$ cat src/rtl/assert_macros.svh
// Assertion macros shared by the RTL of the force progress LED bar.
// No dependencies; included by modules that carry concurrent checks.
`ifndef ASSERT_MACROS_SVH
`define ASSERT_MACROS_SVH

// Check a condition at every clock edge outside reset.
`define ASSERT_ALWAYS(label, clk, rst_n, cond) \
    label: assert property (@(posedge clk) disable iff (!rst_n) (cond)) \
        else $error("assertion failed");

// Check that a condition implies a consequence in the same cycle.
`define ASSERT_IMPLIES(label, clk, rst_n, ante, cons) \
    label: assert property (@(posedge clk) disable iff (!rst_n) (ante) |-> (cons)) \
        else $error("assertion failed");

// Check that a condition implies a consequence in the next cycle.
`define ASSERT_NEXT(label, clk, rst_n, ante, cons) \
    label: assert property (@(posedge clk) disable iff (!rst_n) (ante) |=> (cons)) \
        else $error("assertion failed");

`endif

$ cat src/rtl/fplb_pkg.sv
// Package of the force progress LED bar: widths, levels, register indexes
// and the exponential coefficient table. No dependencies.
`timescale 1ns / 1ps

package fplb_pkg;

    localparam int COORD_W   = 24;
    localparam int DIFF_W    = COORD_W + 1;
    localparam int SQ_W      = 2 * COORD_W + 1;
    localparam int D2_W      = SQ_W + 2;
    localparam int FORCE_W   = 16;
    localparam int LEVEL_W   = 8;
    localparam int IDLE_W    = 4;
    localparam int ROOT_W    = 17;
    localparam int RAD_W     = 2 * ROOT_W;
    localparam int REM_W     = ROOT_W + 4;
    localparam int MAG_W     = 9;
    localparam int EXP_TAPS  = 9;
    localparam int G_W       = 17;
    localparam int NUM_W     = 25;
    localparam int DEN_W     = 19;
    localparam int QUO_W     = 8;
    localparam int DIV_STEPS = 2;
    localparam int DIV_STAGES = QUO_W / DIV_STEPS;
    localparam int SQRT_STAGES = 3;
    localparam int SQRT_STEPS  = 6;
    localparam int SEG_LAT   = 5;
    localparam int FORCE_LAT = 7;
    localparam int COLOR_LAT = EXP_TAPS + 1 + DIV_STAGES + 2;
    localparam int PIPE_LAT  = FORCE_LAT + COLOR_LAT;

    localparam logic [IDLE_W-1:0]  IDLE_LEVEL = 4'd10;
    localparam logic [LEVEL_W-1:0] FULL_LEVEL = 8'd180;
    localparam logic [ROOT_W-1:0]  MID_FORCE  = 17'd960;
    localparam logic [MAG_W-1:0]   SAT_SPAN   = 9'd256;
    localparam logic [G_W-1:0]     ONE_Q16    = 17'd65536;
    localparam logic [G_W-1:0]     HALF_Q16   = 17'd32768;
    localparam logic [NUM_W-1:0]   FULL_NUM   = 25'd23592960;
    localparam logic [8:0]         TWICE_FULL = 9'd360;

    typedef logic signed [COORD_W-1:0] coord_t;
    typedef logic signed [FORCE_W-1:0] force_t;

    typedef enum logic [2:0] {
        CFG_START_X = 3'd0,
        CFG_START_Y = 3'd1,
        CFG_START_Z = 3'd2,
        CFG_END_X   = 3'd3,
        CFG_END_Y   = 3'd4,
        CFG_END_Z   = 3'd5
    } cfg_reg_t;

    typedef struct packed {
        coord_t sx;
        coord_t sy;
        coord_t sz;
        coord_t ex;
        coord_t ey;
        coord_t ez;
    } path_cfg_t;

    typedef struct packed {
        logic [MAG_W-1:0] mag;
        logic             neg;
    } force_ofs_t;

    function automatic logic [15:0] exp_coef(input int unsigned idx);
        logic [15:0] c;
        case (idx)
            0:       c = 16'd63520;
            1:       c = 16'd61565;
            2:       c = 16'd57835;
            3:       c = 16'd51039;
            4:       c = 16'd39750;
            5:       c = 16'd24109;
            6:       c = 16'd8869;
            7:       c = 16'd1200;
            8:       c = 16'd22;
            default: c = 16'd0;
        endcase
        return c;
    endfunction

endpackage

$ cat src/rtl/fplb_color.sv
// Color pipeline: exponential by one coefficient multiply per stage, then a
// restoring divider over several stages for the red level. Depends on fplb_pkg.
`timescale 1ns / 1ps

module fplb_color (
    input  logic                          clk,
    input  logic                          en,
    input  fplb_pkg::force_ofs_t          ofs,
    output logic [fplb_pkg::LEVEL_W-1:0]  red,
    output logic [fplb_pkg::LEVEL_W-1:0]  green
);

    localparam int NT = fplb_pkg::EXP_TAPS;
    localparam int ND = fplb_pkg::DIV_STAGES;
    localparam int WW = fplb_pkg::DEN_W + fplb_pkg::QUO_W;

    logic [fplb_pkg::G_W-1:0]     g_reg   [NT+1];
    fplb_pkg::force_ofs_t         o_reg   [NT+1];
    logic [fplb_pkg::G_W-1:0]     g_next  [NT];
    logic [fplb_pkg::NUM_W-1:0]   num_reg [ND+1];
    logic [fplb_pkg::DEN_W-1:0]   den_reg [ND+1];
    logic [fplb_pkg::QUO_W-1:0]   quo_reg [ND+1];
    logic [fplb_pkg::NUM_W-1:0]   num_next [ND];
    logic [fplb_pkg::QUO_W-1:0]   quo_next [ND];
    logic [fplb_pkg::DEN_W-1:0]   den_half;
    logic [fplb_pkg::LEVEL_W-1:0] red_reg;
    logic [fplb_pkg::LEVEL_W-1:0] green_reg;
    logic [fplb_pkg::LEVEL_W-1:0] red_next;

    for (genvar i = 0; i < NT; i++)
    begin : g_exp
        logic [2*fplb_pkg::G_W-1:0] prod;
        assign prod = g_reg[i] * (2*fplb_pkg::G_W)'(fplb_pkg::exp_coef(i))
                    + (2*fplb_pkg::G_W)'(fplb_pkg::HALF_Q16);
        assign g_next[i] = o_reg[i].mag[i] ? prod[16 +: fplb_pkg::G_W] : g_reg[i];
    end

    for (genvar s = 0; s < ND; s++)
    begin : g_div
        always_comb
        begin
            logic [WW-1:0]              r;
            logic [WW-1:0]              d;
            logic [fplb_pkg::QUO_W-1:0] q;
            r = WW'(num_reg[s]);
            q = quo_reg[s];
            for (int j = 0; j < fplb_pkg::DIV_STEPS; j++)
            begin
                d = WW'(den_reg[s]) << (fplb_pkg::QUO_W - 1 - s * fplb_pkg::DIV_STEPS - j);
                if (r >= d)
                begin
                    r = r - d;
                    q[fplb_pkg::QUO_W - 1 - s * fplb_pkg::DIV_STEPS - j] = 1'b1;
                end
            end
            num_next[s] = fplb_pkg::NUM_W'(r);
            quo_next[s] = q;
        end
    end

    assign den_half = fplb_pkg::DEN_W'(fplb_pkg::ONE_Q16) + fplb_pkg::DEN_W'(g_reg[NT]);
    assign red_next = (quo_reg[ND] > fplb_pkg::FULL_LEVEL) ? fplb_pkg::FULL_LEVEL
                                                          : quo_reg[ND];

    always_ff @(posedge clk)
    begin
        if (en)
        begin
            g_reg[0] <= fplb_pkg::ONE_Q16;
            o_reg[0] <= ofs;
            for (int i = 0; i < NT; i++)
            begin
                g_reg[i+1] <= g_next[i];
                o_reg[i+1] <= o_reg[i];
            end
            num_reg[0] <= (o_reg[NT].neg
                           ? fplb_pkg::NUM_W'(g_reg[NT]) * fplb_pkg::NUM_W'(fplb_pkg::TWICE_FULL)
                           : fplb_pkg::FULL_NUM)
                        + fplb_pkg::NUM_W'(den_half);
            den_reg[0] <= den_half << 1;
            quo_reg[0] <= '0;
            for (int s = 0; s < ND; s++)
            begin
                num_reg[s+1] <= num_next[s];
                den_reg[s+1] <= den_reg[s];
                quo_reg[s+1] <= quo_next[s];
            end
            red_reg   <= red_next;
            green_reg <= fplb_pkg::FULL_LEVEL - red_next;
        end
    end

    assign red   = red_reg;
    assign green = green_reg;

endmodule

$ cat config.mk
export PLATFORM = sky130hd
export DESIGN_NAME = fplb_color
export DESIGN_NICKNAME = d
export VERILOG_FILES = /design/src/rtl/assert_macros.svh /design/src/rtl/fplb_pkg.sv /design/src/rtl/fplb_color.sv
export SDC_FILE = /design/constraint.sdc
export NUM_CORES = 2
export LEC_CHECK = 0
export ABC_AREA = 1
export ABC_CLOCK_PERIOD_IN_PS = 15300
export BUFFER_PORTS_ARGS = -buffer_cell sky130_fd_sc_hd__buf_2
export CORE_UTILIZATION = 56
export DETAILED_ROUTE_END_ITERATION = 10
export GPL_ROUTABILITY_DRIVEN = 1
export PLACE_DENSITY = 0.8
export SLEW_MARGIN = 20
export SYNTH_ARGS = -nofsm -noshare
export SYNTH_HDL_FRONTEND = slang
export SYNTH_SLANG_ARGS = --single-unit
$ cat constraint.sdc
create_clock -name clk -period 15.3 [get_ports clk]
set_clock_uncertainty 0.05 [all_clocks]
set_input_delay 1.53 -clock clk [delete_from_list [all_inputs] [get_ports clk]]
set_output_delay 1.53 -clock clk [all_outputs]
set_load 0.03 [all_outputs]
==> out/summary.txt <==
initial antenna violation count: 0
WL final: 125 mm
clk buf depth: 3
Tcrit/Tclk final: 0.425
fillers: 8207
DR iter-0 viols: 2704
1st-pass router iterations: 7
Area Overhead vs Synth: 5.74%
maximum clock rate: 0.154 GHz
TritonCTS Buffers: 47
TritonCTS clock tree: done
WP data required: 15.63 ns
total grt overflow: 0
met2 routed WL: 60.3 mm
Post-synth EDFFs: 385
Area contributors post-synth: ha_1, edfxtp_1, fa_1, inv_1, nand2_1
post-detailed-route DRC marker count: 0
top cell type's share of synthesized area: 0.228
setup bufs post-CTS: 0
area leader, netlist: ha_1
WP data arrival: 6.83 ns
Syn Std Cell Area: 54000 um^2
Horiz. Die Dim: 313 um
# IOs: 28
max layer used: met4
CTS H-tree lvls: 2
RSZ-0062 raised after global routing: false
Slew @ Worst Pin: 1.03 ns
Final HPWL DP: 106 mm
pin count of the biggest net entering global routing: 173
Row Count: 113
mean routed wirelength per cell: 16.4 um
Final nets: 7823
Yosys warnings: 0
die area: 97800 um^2
Reg clk slew, reported paths: 0.07 ns
global-route wire length before repair: 207 mm
cts repair resizes: 0
minimum clock period: 6.51 ns
chip height: 313 um
# setup viols final: 0
Mapped Avg Cell Area: 8.59 um^2
vias in the first global route: 42011
Critical Path End Type: register
Async SR Flop Fraction: 0
HP Start: o_reg[0][7]
Hold Path Stages: 0
met3 WL post-DR: 5.26 mm
DRT antenna net count: 0
Hold Crit Class: reg2reg
Unique masters post-synth: 60
IO buf count: 27
outcome: finished clean
CP Launch Type: register
final hold vios: 0
max-cap violation count: 0
register bit total from synthesis: 385
final max-slew violation count: 0
GP Congestion: 0.971
sequential share of the synthesized area: 0.214
Slew headroom: 0.307
critical path peak fanout: 11
average via count per standard cell: 5.44
commonest non-fill, non-tap cell in the layout: inv_1
ant diodes: 0
max FFs per register: 135
top_reg_cell synth: edfxtp_1
initial cell density of the core: 0.567
cell count after synthesis: 6290
Sink Count: 385
reg2reg end: g_reg[3][16]
Worst Setup Path Type: reg2reg
Root Buffer: clkbuf_16
commonest non-fill, non-tap cells in the layout: inv_1, nand2_1, ha_1
Core ar.: 95300 um^2
Hold Path Sink: o_reg[1][7]
WL met1: 55.5 mm
worst skew pair latency: 0.66 ns
Setup TNS Final: 0 ns
via count: 41487
Worst R2R Setup Slack: 8.79 ns
layout cell share with drive strength beyond 1: 0.0303
worst r2r path cells: 22
All-Layer GR Usage: 0.260
CTS Hold Bufs: 0
R2R Path Start: g_reg[2][6]
==> layout make-up <==
| class | count | area [um^2] | share of cell area |
|---|---|---|---|
| Clock buffer | 49 | 1180 | 0.0207 |
| Timing Repair Buffer | 31 | 188 | 0.00328 |
| Multi-Input combinational cell | 4586 | 37500 | 0.656 |
| Tap cell | 1265 | 1580 | 0.0277 |
| Clock inverter | 36 | 364 | 0.00637 |
| Inverter | 1273 | 4780 | 0.0837 |
| Sequential cell | 385 | 11600 | 0.202 |
==> kinds of logic after synthesis <==
kind of cell             synth area share
buffers and inverters              0.0926
adder cells (fa/ha/maj)             0.414
XOR/XNOR                           0.0300
AO/OA/AOI/OAI                      0.0897
multiplexers                     0.000208
flip-flops                          0.214
AND/OR/NAND/NOR                     0.159
other                            0.000139
==> per-layer routing <==
| metal | track usage | vias up |
|---|---|---|
| li1 | - | 20621 |
| met1 | 0.344 | 19652 |
| met2 | 0.447 | 969 |
| met3 | 0.0277 | 245 |
| met4 | 0.0817 | 0 |
| met5 | 0 | - |
==> worst max-delay path by stage <==
stage	slack, ns	cells past startpoint	from	to
after floorplan	9.49	22	g_reg[2][6]	g_reg[3][16]
after global placement	8.85	22	g_reg[2][6]	g_reg[3][16]
after detailed placement	8.77	22	g_reg[2][6]	g_reg[3][16]
after CTS	8.75	22	g_reg[2][6]	g_reg[3][16]
after global routing	8.38	22	g_reg[2][6]	g_reg[3][16]
final	8.79	22	g_reg[2][6]	g_reg[3][16]
==> through the flow <==
step / utilization / instances / setup WS (ns) / instance area [um^2] / hold slack [ns]
6_report: 0.600 / 7625 / 8.79 / 57100 / 0.315
5_1_grt: 0.600 / 7625 / 8.38 / 57100 / 0.321
4_1_cts: 0.600 / 7625 / 8.75 / 57100 / 0.309
3_5_place_dp: 0.583 / 7540 / 8.77 / 55600 / 0.355
3_3_place_gp: 0.583 / 7540 / 8.85 / 55600 / 0.351
2_1_floorplan: - / 6291 / 9.49 / 54000 / 0.350
==> synth_stat cells (68+ instances only) <==
cell	count
inv_1	1262
nand4_1	68
nor2_1	387
a21oi_1	399
nand3_1	233
fa_1	503
edfxtp_1	385
xor2_1	92
o21ai_0	287
xnor2_1	91
ha_1	984
nand2_1	1171
==> worst max-delay path, stage by stage, from the launching register on <==
cell and delay, ns:
edfxtp_1 0.66, inv_1 0.21, ha_1 0.50, ha_1 0.26
or2_2 0.29, ha_1 0.27, inv_1 0.05, fa_1 0.53
inv_1 0.05, fa_1 0.50, fa_1 0.52, fa_1 0.49
ha_1 0.37, nand2_1 0.13, nor4_1 0.34, nand3_1 0.13
nand3_1 0.19, nand2_1 0.07, o211ai_1 0.16, nand2_1 0.12
a21o_1 0.17, nand3_1 0.06, o21ai_0 0.09
Power is not shown: default switching activity piles up to over one toggle a cycle in this logic, so the estimate is an artifact.
