$ cat src/rtl/assert_macros.svh
// Assertion macros shared by the RTL of the force progress LED bar.
// No dependencies; included by modules that carry concurrent checks.
`ifndef ASSERT_MACROS_SVH
`define ASSERT_MACROS_SVH

// Check a condition at every clock edge outside reset.
`define ASSERT_ALWAYS(label, clk, rst_n, cond) \
    label: assert property (@(posedge clk) disable iff (!rst_n) (cond)) \
        else $error("assertion failed");

// Check that a condition implies a consequence in the same cycle.
`define ASSERT_IMPLIES(label, clk, rst_n, ante, cons) \
    label: assert property (@(posedge clk) disable iff (!rst_n) (ante) |-> (cons)) \
        else $error("assertion failed");

// Check that a condition implies a consequence in the next cycle.
`define ASSERT_NEXT(label, clk, rst_n, ante, cons) \
    label: assert property (@(posedge clk) disable iff (!rst_n) (ante) |=> (cons)) \
        else $error("assertion failed");

`endif

$ cat src/rtl/fplb_pkg.sv
// Package of the force progress LED bar: widths, levels, register indexes
// and the exponential coefficient table. No dependencies.
`timescale 1ns / 1ps

package fplb_pkg;

    localparam int COORD_W   = 24;
    localparam int DIFF_W    = COORD_W + 1;
    localparam int SQ_W      = 2 * COORD_W + 1;
    localparam int D2_W      = SQ_W + 2;
    localparam int FORCE_W   = 16;
    localparam int LEVEL_W   = 8;
    localparam int IDLE_W    = 4;
    localparam int ROOT_W    = 17;
    localparam int RAD_W     = 2 * ROOT_W;
    localparam int REM_W     = ROOT_W + 4;
    localparam int MAG_W     = 9;
    localparam int EXP_TAPS  = 9;
    localparam int G_W       = 17;
    localparam int NUM_W     = 25;
    localparam int DEN_W     = 19;
    localparam int QUO_W     = 8;
    localparam int DIV_STEPS = 2;
    localparam int DIV_STAGES = QUO_W / DIV_STEPS;
    localparam int SQRT_STAGES = 3;
    localparam int SQRT_STEPS  = 6;
    localparam int SEG_LAT   = 5;
    localparam int FORCE_LAT = 7;
    localparam int COLOR_LAT = EXP_TAPS + 1 + DIV_STAGES + 2;
    localparam int PIPE_LAT  = FORCE_LAT + COLOR_LAT;

    localparam logic [IDLE_W-1:0]  IDLE_LEVEL = 4'd10;
    localparam logic [LEVEL_W-1:0] FULL_LEVEL = 8'd180;
    localparam logic [ROOT_W-1:0]  MID_FORCE  = 17'd960;
    localparam logic [MAG_W-1:0]   SAT_SPAN   = 9'd256;
    localparam logic [G_W-1:0]     ONE_Q16    = 17'd65536;
    localparam logic [G_W-1:0]     HALF_Q16   = 17'd32768;
    localparam logic [NUM_W-1:0]   FULL_NUM   = 25'd23592960;
    localparam logic [8:0]         TWICE_FULL = 9'd360;

    typedef logic signed [COORD_W-1:0] coord_t;
    typedef logic signed [FORCE_W-1:0] force_t;

    typedef enum logic [2:0] {
        CFG_START_X = 3'd0,
        CFG_START_Y = 3'd1,
        CFG_START_Z = 3'd2,
        CFG_END_X   = 3'd3,
        CFG_END_Y   = 3'd4,
        CFG_END_Z   = 3'd5
    } cfg_reg_t;

    typedef struct packed {
        coord_t sx;
        coord_t sy;
        coord_t sz;
        coord_t ex;
        coord_t ey;
        coord_t ez;
    } path_cfg_t;

    typedef struct packed {
        logic [MAG_W-1:0] mag;
        logic             neg;
    } force_ofs_t;

    function automatic logic [15:0] exp_coef(input int unsigned idx);
        logic [15:0] c;
        case (idx)
            0:       c = 16'd63520;
            1:       c = 16'd61565;
            2:       c = 16'd57835;
            3:       c = 16'd51039;
            4:       c = 16'd39750;
            5:       c = 16'd24109;
            6:       c = 16'd8869;
            7:       c = 16'd1200;
            8:       c = 16'd22;
            default: c = 16'd0;
        endcase
        return c;
    endfunction

endpackage

$ cat src/rtl/fplb_force.sv
// Force magnitude pipeline: squares, staged integer square root, offset and
// clamp around the midpoint. Depends on fplb_pkg.
`timescale 1ns / 1ps

module fplb_force (
    input  logic                  clk,
    input  logic                  en,
    input  fplb_pkg::force_t      force_x,
    input  fplb_pkg::force_t      force_z,
    output fplb_pkg::force_ofs_t  ofs
);

    localparam int RW = fplb_pkg::REM_W;
    localparam int QW = fplb_pkg::ROOT_W;

    logic [fplb_pkg::FORCE_W-1:0]  ax_reg;
    logic [fplb_pkg::FORCE_W-1:0]  az_reg;
    logic [2*fplb_pkg::FORCE_W-1:0] sx_reg;
    logic [2*fplb_pkg::FORCE_W-1:0] sz_reg;
    logic [fplb_pkg::RAD_W-1:0]    rad_reg [fplb_pkg::SQRT_STAGES+1];
    logic [RW-1:0]                 rem_reg [fplb_pkg::SQRT_STAGES+1];
    logic [QW-1:0]                 root_reg [fplb_pkg::SQRT_STAGES+1];
    logic [RW-1:0]                 rem_next [fplb_pkg::SQRT_STAGES];
    logic [QW-1:0]                 root_next [fplb_pkg::SQRT_STAGES];
    fplb_pkg::force_ofs_t          ofs_reg;
    fplb_pkg::force_ofs_t          ofs_next;
    logic [QW:0]                   rnd;
    logic signed [QW+1:0]          t;

    for (genvar s = 0; s < fplb_pkg::SQRT_STAGES; s++)
    begin : g_sqrt
        localparam int HI = QW - 1 - s * fplb_pkg::SQRT_STEPS;
        localparam int LO = (HI - fplb_pkg::SQRT_STEPS + 1 < 0) ? 0
                          : HI - fplb_pkg::SQRT_STEPS + 1;
        always_comb
        begin
            logic [RW-1:0] r;
            logic [QW-1:0] q;
            logic [RW-1:0] trial;
            r = rem_reg[s];
            q = root_reg[s];
            for (int i = HI; i >= LO; i--)
            begin
                r = {r[RW-3:0], rad_reg[s][2*i +: 2]};
                trial = RW'({q, 2'b01});
                if (r >= trial)
                begin
                    r = r - trial;
                    q = {q[QW-2:0], 1'b1};
                end
                else
                begin
                    q = {q[QW-2:0], 1'b0};
                end
            end
            rem_next[s]  = r;
            root_next[s] = q;
        end
    end

    always_comb
    begin
        rnd = ({1'b0, root_reg[fplb_pkg::SQRT_STAGES]} + (QW+1)'(1)) >> 1;
        t   = $signed({1'b0, rnd}) - $signed((QW+2)'(fplb_pkg::MID_FORCE));
        if (t > $signed((QW+2)'(fplb_pkg::SAT_SPAN)))
        begin
            ofs_next.mag = fplb_pkg::SAT_SPAN;
            ofs_next.neg = 1'b0;
        end
        else if (t < -$signed((QW+2)'(fplb_pkg::SAT_SPAN)))
        begin
            ofs_next.mag = fplb_pkg::SAT_SPAN;
            ofs_next.neg = 1'b1;
        end
        else if (t < 0)
        begin
            ofs_next.mag = fplb_pkg::MAG_W'(-t);
            ofs_next.neg = 1'b1;
        end
        else
        begin
            ofs_next.mag = fplb_pkg::MAG_W'(t);
            ofs_next.neg = 1'b0;
        end
    end

    always_ff @(posedge clk)
    begin
        if (en)
        begin
            ax_reg <= force_x[fplb_pkg::FORCE_W-1] ? fplb_pkg::FORCE_W'(-force_x)
                                                  : fplb_pkg::FORCE_W'(force_x);
            az_reg <= force_z[fplb_pkg::FORCE_W-1] ? fplb_pkg::FORCE_W'(-force_z)
                                                  : fplb_pkg::FORCE_W'(force_z);
            sx_reg <= ax_reg * ax_reg;
            sz_reg <= az_reg * az_reg;
            rad_reg[0]  <= (fplb_pkg::RAD_W'(sx_reg) + fplb_pkg::RAD_W'(sz_reg)) << 2;
            rem_reg[0]  <= '0;
            root_reg[0] <= '0;
            for (int s = 0; s < fplb_pkg::SQRT_STAGES; s++)
            begin
                rad_reg[s+1]  <= rad_reg[s];
                rem_reg[s+1]  <= rem_next[s];
                root_reg[s+1] <= root_next[s];
            end
            ofs_reg <= ofs_next;
        end
    end

    assign ofs = ofs_reg;

endmodule

$ cat config.mk
export PLATFORM = sky130hd
export DESIGN_NAME = fplb_force
export DESIGN_NICKNAME = d
export VERILOG_FILES = /design/src/rtl/assert_macros.svh /design/src/rtl/fplb_pkg.sv /design/src/rtl/fplb_force.sv
export SDC_FILE = /design/constraint.sdc
export NUM_CORES = 2
export LEC_CHECK = 0
export BUFFER_PORTS_ARGS = -buffer_cell sky130_fd_sc_hd__buf_4
export CAP_MARGIN = 0
export CORE_ASPECT_RATIO = 0.7
export CORE_MARGIN = 3
export CORE_UTILIZATION = 49
export CTS_CLUSTER_DIAMETER = 50
export CTS_CLUSTER_SIZE = 10
export DETAILED_ROUTE_END_ITERATION = 10
export GPL_TIMING_DRIVEN = 1
export PLACE_DENSITY = 0.69
export SLEW_MARGIN = 20
export SYNTH_ARGS = -nofsm -noshare
export SYNTH_HDL_FRONTEND = slang
export SYNTH_SLANG_ARGS = --single-unit
$ cat constraint.sdc
create_clock -name clk -period 27.6 [get_ports clk]
set_input_delay 1.38 -clock clk [delete_from_list [all_inputs] [get_ports clk]]
set_output_delay 1.38 -clock clk [all_outputs]
set_load 0.1 [all_outputs]
==> impl_table.tex <==
\begin{tabular}{lr}
\hline
Metric & Value \\
\hline
\multicolumn{2}{l}{\textbf{Final layout}} \\
Max FFs per register & 60 \\
Final net count & 4632 \\
Antenna diodes & 0 \\
Fraction of layout cells with a size suffix above 1 & 0.04584 \\
Area grow syn2layout & 6.455\% \\
\multicolumn{2}{l}{\textbf{Floorplan}} \\
Row count & 81 \\
Total Die Area & 75260 µm² \\
I/O pin cnt & 44 \\
Effective utilization at floorplan & 0.4999 \\
Core outline area & 70540 µm² \\
Die Wd & 326.6 µm \\
Die boundary height & 230.4 µm \\
\multicolumn{2}{l}{\textbf{Synth}} \\
Largest cells by area after synthesis & edfxtp\_1, fa\_1, ha\_1 \\
Synthesized instance count & 3865 \\
Number of enable flip-flop cells after synthesis & 237 \\
\#FFs+latches synth & 237 \\
Count of distinct cell types in the synthesized netlist & 109 \\
Top post-synthesis cells by count & inv\_1, ha\_1, fa\_1 \\
Main synth FF type & edfxtp\_1 \\
Post-synthesis cell type with the largest combined area & edfxtp\_1 \\
Average instance area after synthesis & 9.123 µm² \\
Area fraction of the dominant cell type after synthesis & 0.2018 \\
Combined area of all synthesized cells & 35260 µm² \\
Sequential cell area fraction in the yosys report & 0.2018 \\
Most common cell in the synthesized netlist & inv\_1 \\
Number of warnings printed during yosys synthesis & 0 \\
Fraction of synthesis flops using an asynchronous set or reset pin & 0 \\
\multicolumn{2}{l}{\textbf{Global route}} \\
Total global routing track utilization & 0.2296 \\
Pin count of the biggest net entering global routing & 86 \\
Vias in the first global route & 26353 \\
Number of antenna violations at the first check in global routing & 0 \\
Remaining global-route overflow & 0 \\
Global-route wire length before repair & 141300 µm \\
\multicolumn{2}{l}{\textbf{Clocking}} \\
TritonCTS clock tree & built \\
Maximum clock insertion buffer count & 3 \\
Root buffer cell & clkbuf\_16 \\
Number of buffers added to fix hold violations after cts & 0 \\
Number of clock sinks & 237 \\
Clock transition time at the flip-flop clock pins of the worst setup and hold paths & 0.05 ns \\
Post-CTS Repair Setup Buffers & 0 \\
H-tree Lvls & 2 \\
Clock buffers created by TritonCTS & 34 \\
Post\_cts resized & 0 \\
Latest clock arrival within the worst-skew pair & 0.55 ns \\
\multicolumn{2}{l}{\textbf{Critical path}} \\
Sort of element at the start of the critical path & flop \\
Largest fanout on the critical path & 29 \\
Setup crit start & root\_reg[1][3] \\
Cell repeated most along the worst path & nor2\_1 \\
Slowest cell on the critical path & or3\_1 \\
Worst path max stage delay & 0.72 ns \\
Worst setup path class & reg -> reg \\
Worst R2R Start & root\_reg[1][3] \\
Required arrival time at the worst endpoint & 27.90 ns \\
Endpoint arrival time on the critical path & 17.60 ns \\
CP Capture Type & flop \\
\multicolumn{2}{l}{\textbf{Routing}} \\
Number of detailed-routing iterations run before antenna repair & 6 \\
Post-detailed-routing wire length & 85910 µm \\
Iteration-0 DRC Markers & 2274 \\
Total via count after detailed routing & 27352 \\
Final routed wire length divided by cell count & 17.76 µm \\
Antenna Nets Post-Route & 0 \\
Routed via count divided by cell count & 5.655 \\
Number of design rule violations left after detail routing & 0 \\
\multicolumn{2}{l}{\textbf{Placed design}} \\
Count of buffers from port buffering & 43 \\
Routability congestion estimate from global placement & 0.9075 \\
Post-DP HPWL & 69880 µm \\
\multicolumn{2}{l}{\textbf{STA}} \\
Setup TNS & 0 ns \\
Unrepaired setup endpoints after global routing & no \\
Period utilization & 0.6268 \\
Total count of hold-check failures in the final report & 0 \\
Setup-violating endpoint count in the final report & 0 \\
Final Max Tran Viols & 0 \\
Clock period minus worst slack & 17.30 ns \\
Highest attainable clock frequency & 57.81 MHz \\
Max Clock Skew & 0.02402 ns \\
Worst slew margin & 0.2705 \\
Actual slew at the worst max-slew pin & 1.081 ns \\
\multicolumn{2}{l}{\textbf{Worst hold path}} \\
Min-Delay Path Class & reg -> reg \\
Source of the worst hold timing path & rad\_reg[1][9] \\
\multicolumn{2}{l}{\textbf{Status}} \\
Result of the run & completed \\
\multicolumn{2}{l}{\textbf{Job}} \\
Number of max-capacitance violations reported & 0 \\
\hline
\end{tabular}
[cell type report]
| cell class | instances | area, µm² |
|---|---|---|
| clock buffers | 41 | 940.9 |
| clock inverters | 10 | 112.6 |
| fillers | 6498 | 33000 |
| inverters | 534 | 2006 |
| multi-input cells | 3009 | 25770 |
| flip-flops and latches | 237 | 7117 |
| well taps | 954 | 1194 |
| repair buffers | 52 | 397.9 |
[worst max-delay path, delay by kind of cell (launching register included)]
kind                       cells  cell delay, ns
muxes                          2            0.91
and+or+nand+nor               30            5.95
buffers and inverters          6            1.80
AOI/OAI and AO/OA             23            5.70
DFF                            1            0.38
adders and majority gates      6            2.28
[through the flow]
step           std cells  hold WS, ns  setup WS (ns)  area [µm²]    util
2_1_floorplan       3867       0.4003          12.46       35270       -
3_3_place_gp        4786       0.4005          10.84       36480  0.5172
3_5_place_dp        4786       0.4045          10.52       36480  0.5172
4_1_cts             4837       0.4054          10.51       37530  0.5321
5_1_grt             4837       0.4141          8.981       37530  0.5321
6_report            4837       0.4072          10.30       37530  0.5321
[metal layers]
layer,GRT usage,vias up,share of wire
met5,0,-,0
met4,0.03679,0,0.012
met3,0.05700,65,0.096
met2,0.3196,926,0.39
met1,0.3609,12957,0.50
li1,-,13404,-
[layout by cell type (no fill, tap or decap), drive strengths merged, types with 41 or more instances in the layout]
cell type / n
inv: 536
ha: 402
fa: 328
nand2: 303
nor2: 273
a21oi: 255
edfxtp: 237
xnor2: 213
and2: 138
o21ai: 117
nor3: 85
nand3: 76
xor2: 74
a21o: 62
buf: 52
o21bai: 51
nor2b: 46
nand2b: 43
o21a: 41
clkbuf: 41
[path summary, 6_finish.rpt]
check,cells after the start,endpoint,slack [ns]
setup / recovery,67,rem_reg[2][10],10.30
hold / removal,0,rad_reg[2][9],0.41
setup reg to reg,67,rem_reg[2][10],10.30
hold reg to reg,0,rad_reg[2][9],0.41
[kinds of logic (layout without fill, tap and decap cells)]
group	after synthesis	after routing	synth area share
AOI/OAI and AO/OA	802	802	0.1548
xor gates and xnor gates	287	287	0.07150
adders and majority gates	730	730	0.3289
buffers and inverters	621	637	0.06757
DFF	237	237	0.2018
muxes	44	44	0.01352
other	1	3	0.0001064
and+or+nand+nor	1143	1143	0.1618
Power is left out: the tool's default activity adds up to more than one toggle a clock period on the data nets, which glitch-free logic cannot reach.
